File: src/rtl/nwt_fifo.sv
// ----------------------------------------------------------------------------
// nwt_fifo
// Small register queue with full and empty flags.
// ----------------------------------------------------------------------------
module nwt_fifo #(
  parameter int unsigned WIDTH = 8,
  parameter int unsigned DEPTH = 2
) (
  input  logic             clk_i,
  input  logic             rst_ni,
  input  logic             push_i,
  input  logic [WIDTH-1:0] data_i,
  output logic             full_o,
  input  logic             pop_i,
  output logic [WIDTH-1:0] data_o,
  output logic             empty_o
);

  localparam int unsigned PtrW = (DEPTH > 1) ? $clog2(DEPTH) : 1;
  localparam int unsigned CntW = $clog2(DEPTH + 1);

  logic [WIDTH-1:0] mem_q [DEPTH];
  logic [PtrW-1:0]  wr_ptr_q, wr_ptr_d, rd_ptr_q, rd_ptr_d;
  logic [CntW-1:0]  cnt_q, cnt_d;
  logic             do_push, do_pop;

  assign full_o  = (cnt_q == CntW'(DEPTH));
  assign empty_o = (cnt_q == '0);
  assign do_push = push_i && !full_o;
  assign do_pop  = pop_i && !empty_o;
  assign data_o  = mem_q[rd_ptr_q];

  always_comb begin
    wr_ptr_d = wr_ptr_q;
    rd_ptr_d = rd_ptr_q;
    cnt_d    = cnt_q;
    if (do_push) begin
      wr_ptr_d = (wr_ptr_q == PtrW'(DEPTH - 1)) ? '0 : wr_ptr_q + 1'b1;
    end
    if (do_pop) begin
      rd_ptr_d = (rd_ptr_q == PtrW'(DEPTH - 1)) ? '0 : rd_ptr_q + 1'b1;
    end
    if (do_push && !do_pop) begin
      cnt_d = cnt_q + 1'b1;
    end else if (do_pop && !do_push) begin
      cnt_d = cnt_q - 1'b1;
    end
  end

  always_ff @(posedge clk_i or negedge rst_ni) begin
    if (!rst_ni) begin
      wr_ptr_q <= '0;
      rd_ptr_q <= '0;
      cnt_q    <= '0;
    end else begin
      wr_ptr_q <= wr_ptr_d;
      rd_ptr_q <= rd_ptr_d;
      cnt_q    <= cnt_d;
    end
  end

  always_ff @(posedge clk_i) begin
    if (do_push) begin
      mem_q[wr_ptr_q] <= data_i;
    end
  end

  a_cnt_bound: assert property (@(posedge clk_i) disable iff (!rst_ni)
    cnt_q <= CntW'(DEPTH)) else $error("fifo count overflow");

  a_ptr_gap: assert property (@(posedge clk_i) disable iff (!rst_ni)
    (cnt_q == '0 || cnt_q == CntW'(DEPTH)) |-> (wr_ptr_q == rd_ptr_q))
    else $error("fifo pointers out of step with count");

endmodule

File: config.mk
export PLATFORM = sky130hd
export DESIGN_NAME = nwt_fifo
export DESIGN_NICKNAME = d
export VERILOG_FILES = /design/src/rtl/nwt_fifo.sv
export SDC_FILE = /design/constraint.sdc
export NUM_CORES = 1
export LEC_CHECK = 0
export BUFFER_PORTS_ARGS = -buffer_cell sky130_fd_sc_hd__buf_2
export CAP_MARGIN = 20
export CORE_MARGIN = 2
export CORE_UTILIZATION = 52
export DETAILED_ROUTE_END_ITERATION = 12
export GPL_TIMING_DRIVEN = 0
export PLACE_DENSITY_LB_ADDON = 0.25
export SETUP_SLACK_MARGIN = 0.3
export SKIP_CTS_REPAIR_TIMING = 1
export SLEW_MARGIN = 20
export SYNTH_ARGS = -nofsm -noshare
export SYNTH_HDL_FRONTEND = slang
export SYNTH_SLANG_ARGS = --single-unit
export TNS_END_PERCENT = 30
File: constraint.sdc
create_clock -name clk_i -period 2.6 [get_ports clk_i]
set_input_delay 0.13 -clock clk_i [delete_from_list [all_inputs] [get_ports clk_i]]
set_output_delay 0.13 -clock clk_i [all_outputs]
set_load 0.02 [all_outputs]
==> run metrics <==
Worst Setup Path Type=reg2reg; post-synthesis net count=57; Clk Latency, worst-skew pair=approximately 0.3 ns; number of I/O pins=22; Cell variety after synth=15; total congestion overflow after global routing=0; maximum fanout along the worst path=8; Num CTS Buffers=3; number of global-route vias before repair=about 440; Synth warnings=0; clock-pin slew on the worst setup and hold paths=about 0.11 ns; switching power as a share of total power=0.351; top-area cell type share of the netlist area=0.614; CP max stage cell=sky130_fd_sc_hd__nor2_1; initial antenna violation count=0; post-detailed-route via-to-cell ratio=a little over 5; share of post-route cells with drive strength above 1=0.429; std cell rows=13; data required time of the worst path=between 2 and 3 ns; post-synthesis instance area=a little under 800 sq um; Slew @ Worst Pin=between 0.6 and 0.7 ns; cells along the critical path=nand2b_1, nand2_2, nor2_1; Pre-Repair DR Iteration Count=2; post-placement worst setup slack=0.985 ns; count of max-cap constraint violations=0; worst rel slew slack=0.556; count of antenna-violating nets left after detailed routing=0; layout net count=84; number of H-tree levels=1; post-synthesis instance total=44; synth-to-layout area growth=21.8%; hold-critical path depth=1; largest stage delay on the critical path=roughly 0.52 ns; Die Area=1830 sq um; CTS Root Buffer Type=sky130_fd_sc_hd__clkbuf_4; sequential share of the synthesized area=0.742; clock tree from TritonCTS=built; largest family of logic cells by synthesized area=multiplexers; post-synthesis simple-gate area fraction=0.0384; final number of max-transition violations=0; count of final setup violators=0; worst setup skew after layout=0.00766 ns; routed length per instance=roughly 14 microns; final hold vios=0; minimum period implied by the final worst setup slack=between 1.5 and 2 ns; largest area contributor in the synthesized netlist=sky130_fd_sc_hd__edfxtp_1; Worst Hold Margin=0.00965 ns; clock net sink count=20; placeable core region=1350 sq um; routed via count=between 400 and 500; type of the worst min-delay path=in2reg; Critical Path Source Type=flop; sequential fraction of design power=0.454; power density cells=around 1100 nW/um^2; buffers added on ports=21; run status=completed; most common cell after layout, fill and taps aside=sky130_fd_sc_hd__buf_2; setup_tns=0 ns; most used cells in the layout excluding fill and tap cells=sky130_fd_sc_hd__buf_2, sky130_fd_sc_hd__edfxtp_1, sky130_fd_sc_hd__mux2_1, sky130_fd_sc_hd__dfrtp_1; first-pass GRT wire length=~1900 microns; clock group share of total power=0.162; DRC violation count after routing=0; Mapped Avg Cell Area=roughly 18 sq um; maximum clock insertion buffer count=2; final wirelength=1180 microns; Die W=42.8 microns; Die Y-Extent=42.8 microns; nature of the critical path endpoint=flop; internal power consumption=705 uW; area share of xor/xnor cells in the synthesized design=0.0656; CP Data Arrival Time=between 1.5 and 2 ns; synthesized-area fraction occupied by ao, oa, aoi and oai cells=0.00640; portion of netlist area occupied by mux cells=0.115; adder and majority cell fraction of the synthesized area=0.0160; P_sw=381 uW; post-synthesis sequential element count=20; final RePlAce weighted congestion=0.667; post-route clock period utilization=0.625; reported leakage power=~0.00040 uW; drt first-iter violations=3; combined global-route utilization of all metal layers=0.149; starting density of the core=0.579; diode insertion count for antenna repair=0; power share of the combinational group=0.384; setup repair after global routing missed its margin=false; peak supply drop=774 uV; half-perimeter wire length after placement=between 800 and 900 microns; Register-to-Register Path Depth=3; leading post-synthesis cells by cell area=sky130_fd_sc_hd__edfxtp_1, sky130_fd_sc_hd__dfrtp_1, sky130_fd_sc_hd__mux2_1, sky130_fd_sc_hd__mux2_2, sky130_fd_sc_hd__xnor2_1; maximum clock frequency=around 600 MHz; largest net degree at the start of global routing=12; worst setup margin=~0.98 ns
[sequential cells by signal, indices dropped and copies added, names as in the netlist]
register	flops
cnt_q	2
rd_ptr_q	1
wr_ptr_q	1
mem_q	16
[per-stage QoR]
| stage | utilization | total power [uW] | cell area [sq um] | cells |
|---|---|---|---|---|
| 6_report | 0.705 | 1090 | 952 | 85 |
| 5_1_grt | 0.705 | 1150 | 952 | 85 |
| 4_1_cts | 0.698 | 1090 | 942 | 84 |
| 3_5_place_dp | 0.671 | 916 | 906 | 80 |
| 3_3_place_gp | 0.671 | 901 | 906 | 80 |
| 2_1_floorplan | - | 797 | 782 | 44 |
[synth_stat cells, drive strengths merged]
| master | count |
|---|---|
| ha | 1 |
| xor2 | 2 |
| xnor2 | 3 |
| nand2b | 1 |
| dfrtp | 4 |
| inv | 2 |
| o21ai | 1 |
| and3 | 1 |
| mux2 | 8 |
| edfxtp | 16 |
| nor2 | 3 |
| buf | 1 |
| nand2 | 1 |
[routing by layer]
layer / up-vias / track usage / share of wire
met5: - / 0 / 0
met2: 11 / 0.279 / 0.55
met1: 211 / 0.155 / 0.39
li1: 213 / - / -
met3: 2 / 0.0255 / 0.041
met4: 0 / 0.0750 / 0.025
[final cells by class]
class	instances	area (sq um)
clock buffers	4	36.3
well taps	15	18.8
fillers	90	398
inverters	2	7.51
plain buffers	1	5.00
flip-flops and latches	20	581
multi-input cells	21	189
repair buffers	22	115
[power groups by stage]
stage          registers [uW]  logic [uW]  clock network [uW]
6_report                  493         417                 176
5_1_grt                   501         457                 195
4_1_cts                   494         422                 179
3_5_place_dp              500         416                   0
3_3_place_gp              493         408                   0
2_1_floorplan             488         309                   0
[worst paths after layout]
kind,startpoint,end,slack (ns)
max,cnt_q[0]$_DFFE_PN0P_,mem_q[0][1]$_DFFE_PP_,0.98
min,data_i[6],mem_q[0][6]$_DFFE_PP_,0.01
max reg2reg,cnt_q[0]$_DFFE_PN0P_,mem_q[0][1]$_DFFE_PP_,0.98
min reg2reg,cnt_q[1]$_DFFE_PN0P_,cnt_q[1]$_DFFE_PN0P_,0.52
max in group asynchronous,rst_ni,cnt_q[1]$_DFFE_PN0P_,2.33
min in group asynchronous,rst_ni,rd_ptr_q$_DFFE_PN0P_,0.15
[critical path, delay by kind of cell (launching register included)]
kind / cells / cell delay, ns
flip-flops: 1 / 0.44
AND/OR/NAND/NOR: 3 / 0.82
[kinds of logic (layout without fill, tap and decap cells)]
group	after synthesis	after routing
AO/OA/AOI/OAI	1	1
XOR/XNOR	5	5
adder cells (fa/ha/maj)	1	1
buffers and inverters	3	29
flip-flops	20	20
multiplexers	8	8
AND/OR/NAND/NOR	6	6
Note: power is estimated with default switching activity, not from simulation.
