==> src/rtl/nwt_pkg.sv <==
// ----------------------------------------------------------------------------
// nwt_pkg
// Types and codes shared by the nearest waypoint trim unit.
// ----------------------------------------------------------------------------
package nwt_pkg;

  localparam int unsigned MaxPoints = 1024;

  localparam int unsigned CoordW = 24;
  localparam int unsigned DistW  = 49;
  localparam int unsigned IndexW = 10;
  localparam int unsigned RemainW = 11;

  localparam logic KIND_START = 1'b0;
  localparam logic KIND_POINT = 1'b1;

  localparam logic [1:0] ST_OK         = 2'd0;
  localparam logic [1:0] ST_MALFORMED  = 2'd1;
  localparam logic [1:0] ST_BAD_ODOM   = 2'd2;
  localparam logic [1:0] ST_OVER_CAP   = 2'd3;

  typedef struct packed {
    logic                     kind;
    logic signed [CoordW-1:0] coord_x;
    logic signed [CoordW-1:0] coord_y;
    logic                     coords_valid;
    logic                     last;
  } nwt_in_t;

  typedef struct packed {
    logic [1:0]         status;
    logic [IndexW-1:0]  wp_index;
    logic [RemainW-1:0] remaining_points;
  } nwt_out_t;

  // classified waypoint record passed from front to back
  typedef struct packed {
    logic             is_point;
    logic             searched;
    logic             bad;
    logic             seg_gt;
    logic             ego_ok;
    logic             last;
    logic [DistW-1:0] ego_sq;
  } nwt_rec_t;

endpackage

==> src/rtl/nwt_back.sv <==
// ----------------------------------------------------------------------------
// nwt_back
// Keeps the running nearest waypoint and forms the status on the last item.
// ----------------------------------------------------------------------------
module nwt_back #(
  parameter int unsigned MAX_POINTS = 1024,
  parameter int unsigned CNT_W      = 11,
  parameter int unsigned IDX_W      = 10
) (
  input  logic              clk_i,
  input  logic              rst_ni,
  input  logic              rec_valid_i,
  input  nwt_pkg::nwt_rec_t rec_i,
  input  logic [CNT_W-1:0]  count_i,
  output logic              rec_take_o,
  input  logic              res_full_i,
  output logic              res_push_o,
  output nwt_pkg::nwt_out_t res_o
);

  import nwt_pkg::*;

  logic [DistW-1:0] best_d_q, best_d_d;
  logic [IDX_W-1:0] best_idx_q, best_idx_d;
  logic             seg_q, seg_d, bad_q, bad_d;
  logic [IDX_W-1:0] cur_idx;
  logic [CNT_W-1:0] span;

  assign rec_take_o = rec_valid_i && (!rec_i.last || !res_full_i);
  assign res_push_o = rec_take_o && rec_i.last;
  assign cur_idx    = IDX_W'(count_i - 1'b1);

  always_comb begin
    best_d_d   = best_d_q;
    best_idx_d = best_idx_q;
    seg_d      = seg_q;
    bad_d      = bad_q;
    if (!rec_i.is_point) begin
      best_d_d   = '1;
      best_idx_d = '0;
      seg_d      = 1'b0;
      bad_d      = 1'b0;
    end else begin
      bad_d = bad_q || rec_i.bad;
      seg_d = seg_q || rec_i.seg_gt;
      if (rec_i.searched && (rec_i.ego_sq < best_d_q)) begin
        best_d_d   = rec_i.ego_sq;
        best_idx_d = cur_idx;
        seg_d      = 1'b0;
      end
    end
  end

  assign span = count_i - CNT_W'(best_idx_d);

  always_comb begin
    res_o.status           = ST_OK;
    res_o.wp_index         = '0;
    res_o.remaining_points = '0;
    if (count_i < CNT_W'(2)) begin
      res_o.status = ST_MALFORMED;
    end else if (count_i > CNT_W'(MAX_POINTS)) begin
      res_o.status = ST_OVER_CAP;
    end else if (!rec_i.ego_ok) begin
      res_o.status = ST_BAD_ODOM;
    end else if (bad_d) begin
      res_o.status = ST_MALFORMED;
    end else if (span < CNT_W'(2) || !seg_d) begin
      res_o.status   = ST_MALFORMED;
      res_o.wp_index = IndexW'(best_idx_d);
    end else begin
      res_o.wp_index         = IndexW'(best_idx_d);
      res_o.remaining_points = RemainW'(span);
    end
  end

  always_ff @(posedge clk_i or negedge rst_ni) begin
    if (!rst_ni) begin
      best_d_q   <= '1;
      best_idx_q <= '0;
      seg_q      <= 1'b0;
      bad_q      <= 1'b0;
    end else if (rec_take_o) begin
      if (rec_i.last) begin
        best_d_q   <= '1;
        best_idx_q <= '0;
        seg_q      <= 1'b0;
        bad_q      <= 1'b0;
      end else begin
        best_d_q   <= best_d_d;
        best_idx_q <= best_idx_d;
        seg_q      <= seg_d;
        bad_q      <= bad_d;
      end
    end
  end

  a_idx_needs_best: assert property (@(posedge clk_i) disable iff (!rst_ni)
    (best_idx_q != '0) |-> (best_d_q != '1))
    else $error("nearest index set without a distance");

  a_seg_needs_best: assert property (@(posedge clk_i) disable iff (!rst_ni)
    seg_q |-> (best_d_q != '1)) else $error("segment flag set before any nearest point");

endmodule

==> config.mk <==
export PLATFORM = sky130hd
export DESIGN_NAME = nwt_back
export DESIGN_NICKNAME = d
export VERILOG_FILES = /design/src/rtl/nwt_pkg.sv /design/src/rtl/nwt_back.sv
export SDC_FILE = /design/constraint.sdc
export NUM_CORES = 1
export LEC_CHECK = 0
export ABC_CLOCK_PERIOD_IN_PS = 6890
export BUFFER_PORTS_ARGS = -buffer_cell sky130_fd_sc_hd__buf_2
export CAP_MARGIN = 20
export CORE_UTILIZATION = 40
export DETAILED_ROUTE_END_ITERATION = 8
export PLACE_DENSITY = 0.71
export SETUP_SLACK_MARGIN = 0.05
export SLEW_MARGIN = 20
export SYNTH_ARGS = -nofsm -noshare
export SYNTH_HDL_FRONTEND = slang
export SYNTH_SLANG_ARGS = --single-unit
export TNS_END_PERCENT = 5
==> constraint.sdc <==
create_clock -name clk_i -period 6.89 [get_ports clk_i]
set_clock_uncertainty 0.2 [all_clocks]
set_input_delay 0.689 -clock clk_i [delete_from_list [all_inputs] [get_ports clk_i]]
set_output_delay 0.689 -clock clk_i [all_outputs]
set_load 0.05 [all_outputs]
==> impl_metrics.tcl, run 1 <==
set metrics [dict create \
    status "completed" \
    ctsResizeCount 0 \
    finalHoldViolCount 0 \
    netlist_top_cells_count "73 x inv_1, 59 x ha_1, 50 x o22a_1" \
    pre_cts_slack_ps 557.5 \
    die_area_mm2 0.01171 \
    avgSynthCellArea_um2 9.175 \
    dp_hpwl_um 8177 \
    yosysWarnings 0 \
    synth.most_common_cell "inv_1" \
    synth_cells 492 \
    grt_antenna_before_repair 0 \
    post-route-period-util_pct 93.64 \
    clock_path_buffers 2 \
    ys_ff_latch 61 \
    r2r_end "best_d_q[17]" \
    area_growth_pct 18.63 \
    drc 0 \
    hold_depth 2 \
    yosys.area.top_type_share_pct 28.52 \
    place.gp.congestion 0.9196 \
    viasPerCell 5.393 \
    maxSlewViolCount 0 \
    maxCapViolCount 0 \
    chipHeight_um 108.2 \
    cts_tree "done" \
    crit_arrival_ps 5560 \
    place_inst 712 \
    num_rows 38 \
    cts_made_buffers 9 \
    total_power_mw 1.051 \
    diodes 0 \
    totalWireLength_um 10760 \
    setup_ws_ps 438.2 \
    worstHoldPathType "reg -> reg" \
    synth_edf_count 0 \
    grt_max_degree 62 \
    syn-cell-area_mm2 0.004514 \
    crit_path_end "res_o[21]" \
    critPathKind "reg -> out" \
    dr_total_vias 3926 \
    p_per_area_mw_per_mm2 196.3 \
    worstPathMaxFanout 17 \
    worstRegToRegCells 11 \
    ys_top_cells_by_area "dfstp_2 29%, ha_1 16%, o22a_1 9.7%" \
    worstSetupStartpoint "best_d_q[47]" \
    htreeDepth 3 \
    min_period_ps 6452 \
    crit_path_start_kind "flop" \
    track_usage_pct 19.29 \
    core_area_mm2 0.01094 \
    port_buffers 94 \
    drive_above_1_share_pct 27.89 \
    synth_nets 622 \
    worst_setup_path_end_kind "primary output" \
    die_w_um 108.2 \
    cts_root_buffer "clkbuf_16" \
    max_slew_margin_pct 48.77 \
    grt_pass1_vias 3969 \
    cts.sinks 61 \
    fin_setup_tns_ps 0 \
    post_drt_wl_per_cell_um 14.78 \
    yosys.area.top_type "dfstp_2" \
    grt_pass1_wl_um 17690 \
    ys_seq_area_share_pct 35.17 \
    clk_pin_slew_worst_paths_ps 50 \
    worstMarginPinSlew_ps 768.4 \
    clkLatencyLatePin_ps 330 \
    ant_nets 0 \
    fmaxAchievable_ghz 0.1550 \
    overflow 0 \
    layout.nets 713 \
    post-cts-setup-buffers 0 \
    nFillCells 1054 \
    finalSetupViolCount 0 \
    async_flop_share_pct 100.0 \
    hold_ws_ps 302.6 \
    stdcell_count 728 \
    cp.required_ps 6000 \
    cts_hold_buf 0 \
    ys.flop_type "dfstp_2" \
    ir_drop_v 0.0001413 \
    power_leakage_nw 2.809 \
    reg2reg_from "best_d_q[31]" \
    drtPass1Iterations 7 \
    ioPinCount 95 \
    start_util_pct 41.28 \
    worst-r2r-setup-slack_ps 3030 \
    synth.distinct_cells 46 \
    drt_iter0_drc 227 \
    rsz0062_at_grt "false" \
]
==> worst min-delay path by stage <==
stage | startpoint | endpoint | slack, ps
final | best_idx_q[6] | best_idx_q[6] | 300
after global routing | best_d_q[18] | best_d_q[18] | 320
after CTS | best_idx_q[6] | best_idx_q[6] | 300
after detailed placement | best_idx_q[6] | best_idx_q[6] | 290
after global placement | seg_q | seg_q | 280
after floorplan | rst_ni | bad_q | 190
==> layer usage <==
metal | global-route usage [%] | up-vias | wire (um)
li1 | - | 1938 | -
met1 | 24.10 | 1870 | 5030
met2 | 32.35 | 105 | 4997
met3 | 4.099 | 13 | 564
met4 | 7.534 | 0 | 168
met5 | 0 | - | 0
==> sequential cells by signal (all words and copies together) (netlist names) <==
| name | cells |
|---|---|
| bad_q | 1 |
| seg_q | 1 |
| best_idx_q | 10 |
| best_d_q | 49 |
==> kinds of logic (layout without fill, tap and decap cells) <==
| family | count (synthesis) | after routing | synth area share (%) |
|---|---|---|---|
| simple gates | 131 | 131 | 14.55 |
| compound gates | 126 | 126 | 20.01 |
| buf+inv | 90 | 186 | 8.453 |
| flops | 61 | 61 | 35.17 |
| fa+ha+maj | 60 | 60 | 16.80 |
| xor+xnor | 13 | 13 | 2.522 |
| mux | 11 | 11 | 2.495 |
==> through the flow <==
step	instance area, um2	utilization (%)
2_1_floorplan	4514	-
3_3_place_gp	5082	46.48
3_5_place_dp	5082	46.48
4_1_cts	5355	48.97
5_1_grt	5355	48.97
6_report	5355	48.97
==> power breakdown <==
part | leakage (nW) | switching (mW) | total, mW | internal [mW]
clock | 0.134 | 0.151 | 0.413 | 0.262
sequential | 0.679 | 0.0105 | 0.403 | 0.393
combinational | 2.00 | 0.139 | 0.235 | 0.0962
total | 2.81 | 0.300 | 1.05 | 0.751
==> final cells by class <==
class                   count  area, um2  area share, %
repair buffers             97      493.0          9.206
multi-input cells         341       2552          47.66
flip-flops and latches     61       1588          29.65
clock inverters             1      5.005        0.09346
well taps                 140      175.2          3.271
inverters                  73      274.0          5.117
clock buffers              15      267.8          5.000
==> worst max-delay path, cell delays in order, from the launching register on <==
cell and delay, ps:
dfstp_2 520, inv_1 40, ha_1 300, nand4_1 170, nor4_1 590, nand4_1 160
o22ai_1 140, or3_1 130, buf_4 260, mux2_2 390, nand2b_1 190, fa_1 450
a211oi_1 300, or2_2 190, xor2_1 180, nor3b_1 220, nand4_1 120, nor4b_1 430
o22a_1 180, buf_2 250
==> cells in the final DEF, fill, tap and decap left out, drive strengths merged, types with 6 or more instances in the layout <==
master / instances
inv: 73
o22ai: 9
xor2: 8
buf: 97
nor2: 27
nor3b: 6
nand4: 12
nand2: 33
mux2i: 9
clkbuf: 15
nor2b: 15
dfrtp: 12
nor3: 12
o22a: 50
o21ai: 15
ha: 59
dfstp: 49
a21oi: 28
nand3: 10
Note: power is estimated with default switching activity, not from simulation.
==> run 2: changes to the inputs <==
==> constraint.sdc (replaced) <==
create_clock -name clk_i -period 6.89 [get_ports clk_i]
set_clock_uncertainty 0.2 [all_clocks]
set_input_delay 0 -clock clk_i [delete_from_list [all_inputs] [get_ports clk_i]]
set_output_delay 0 -clock clk_i [all_outputs]
set_load 0.05 [all_outputs]
==> impl_metrics.tcl, run 2 (synthesis results as in run 1) <==
set metrics [dict create \
    worstMarginPinSlew_ps 830.3 \
    post-route-period-util_pct 88.61 \
    crit_arrival_ps 5910 \
    dp_hpwl_um 8276 \
    ioPinCount 95 \
    fin_setup_tns_ps 0 \
    clock_path_buffers 2 \
    p_per_area_mw_per_mm2 185.0 \
    fmaxAchievable_ghz 0.1638 \
    total_power_mw 1.122 \
    power_leakage_nw 3.109 \
    worstHoldPathType "in -> reg" \
    nFillCells 960 \
    area_growth_pct 34.31 \
    largest_register_ffs 49 \
    maxSlewViolCount 0 \
    post_drt_wl_per_cell_um 14.40 \
    ctsResizeCount 0 \
    cts_tree "done" \
    track_usage_pct 20.65 \
    worst_setup_path_end_kind "primary output" \
    finalHoldViolCount 0 \
    viasPerCell 5.202 \
    place.gp.congestion 0.9358 \
    diodes 0 \
    grt_pass1_vias 4284 \
    critPathKind "reg -> out" \
    drt_iter0_drc 200 \
    chipHeight_um 108.2 \
    largestRegisters "best_d_q: 49 flops, best_idx_q: 10 flops" \
    start_util_pct 41.28 \
    drc 0 \
    core_area_mm2 0.01094 \
    final_cell_mix "94 x buf_2, 73 x inv_1, 69 x dlygate4sd3_1" \
    drive_above_1_share_pct 24.85 \
    rsz0062_at_grt "false" \
    num_rows 38 \
    htreeDepth 3 \
    grt_antenna_before_repair 0 \
    final_common_cell "buf_2" \
    finalSetupViolCount 0 \
    ir_drop_v 0.0001530 \
    die_w_um 108.2 \
    maxCapViolCount 0 \
    clk_pin_slew_worst_paths_ps 50 \
    post-cts-setup-buffers 0 \
    worstPathMaxFanout 17 \
    die_area_mm2 0.01171 \
    totalWireLength_um 11460 \
    drtPass1Iterations 4 \
    max_slew_margin_pct 44.65 \
    ant_nets 0 \
    min_period_ps 6105 \
    overflow 0 \
    cts_root_buffer "clkbuf_16" \
    grt_max_degree 62 \
    cts_made_buffers 9 \
    clkLatencyLatePin_ps 320 \
    worst-r2r-setup-slack_ps 2980 \
    dr_total_vias 4141 \
    crit_path_start_kind "flop" \
    top_register "best_d_q" \
    layout.nets 781 \
    status "completed" \
    cp.required_ps 6690 \
    cts.sinks 61 \
    grt_pass1_wl_um 19110 \
    port_buffers 94 \
]
## run 2: changes by cell type in the layout (fill, tap and decap cells not counted)
cell / change
bufinv_16: +1
dlygate4sd3_1: +69
clkinv_2: -1
buf_4: -1
## run 2: final timing paths
| kind | from | endpoint | cells past startpoint |
|---|---|---|---|
| worst max register to register | best_d_q[47] | best_d_q[27] | 9 |
| worst min register to register | best_idx_q[5] | best_idx_q[5] | 2 |
| min in group asynchronous | rst_ni | bad_q | 3 |
| worst min-delay path | res_full_i | best_idx_q[0] | 5 |
| max in group asynchronous | rst_ni | best_idx_q[8] | 3 |
| worst max-delay path | best_d_q[47] | res_o[21] | 18 |
## run 2: layout make-up
type / count / area [um2] / area share, %
Clock buffer: 15 / 267.8 / 4.416
Clock inverter: 1 / 30.03 / 0.4953
Multi-Input combinational cell: 341 / 2552 / 42.10
Timing Repair Buffer: 165 / 1176 / 19.40
Tap cell: 140 / 175.2 / 2.889
Sequential cell: 61 / 1588 / 26.19
Inverter: 73 / 274.0 / 4.519
## run 2: per-stage QoR
stage                     util [%]  std cells  hold slack [ps]  area, um2  setup slack, ps
after floorplan                  -        492           -495.6       4514             1794
after global placement       46.41        711            5.458       5075             1523
after detailed placement     46.41        711            16.94       5075             1214
after CTS                    55.45        796            37.00       6063            824.0
after global routing         55.45        796            87.45       6063            271.7
final                        55.45        796            32.83       6063            784.6
## run 2: report_power, final
part | internal, mW | total (mW) | switching [mW]
clock network | 0.300 | 0.449 | 0.149
registers | 0.393 | 0.403 | 0.0105
logic | 0.123 | 0.270 | 0.146
## run 2: repair_timing
action | CTS | global route
endpoints found under the hold margin | 73 | 0
endpoints found under the setup margin | 0 | 0
hold buffers | 69 | 0
## run 2: worst max-delay path, cell delays in order (launching register included)
cell and delay, ps:
dfstp_2 530, inv_1 40, ha_1 330, nand4_1 180, nor4_1 620, nand4_1 150
o22ai_1 150, or3_1 670, mux2_2 430, nand2b_1 200, fa_1 460, a211oi_1 280
or2_2 190, xor2_1 200, nor3b_1 210, nand4_1 110, nor4b_1 390, o22a_1 190
buf_2 260
## run 2: routing by layer
metal | GRT usage [%] | routed length [um] | up-vias
li1 | - | - | 2076
met1 | 25.38 | 5228 | 1961
met2 | 37.26 | 5663 | 91
met3 | 3.195 | 448 | 13
met4 | 5.479 | 121 | 0
met5 | 0 | 0 | -
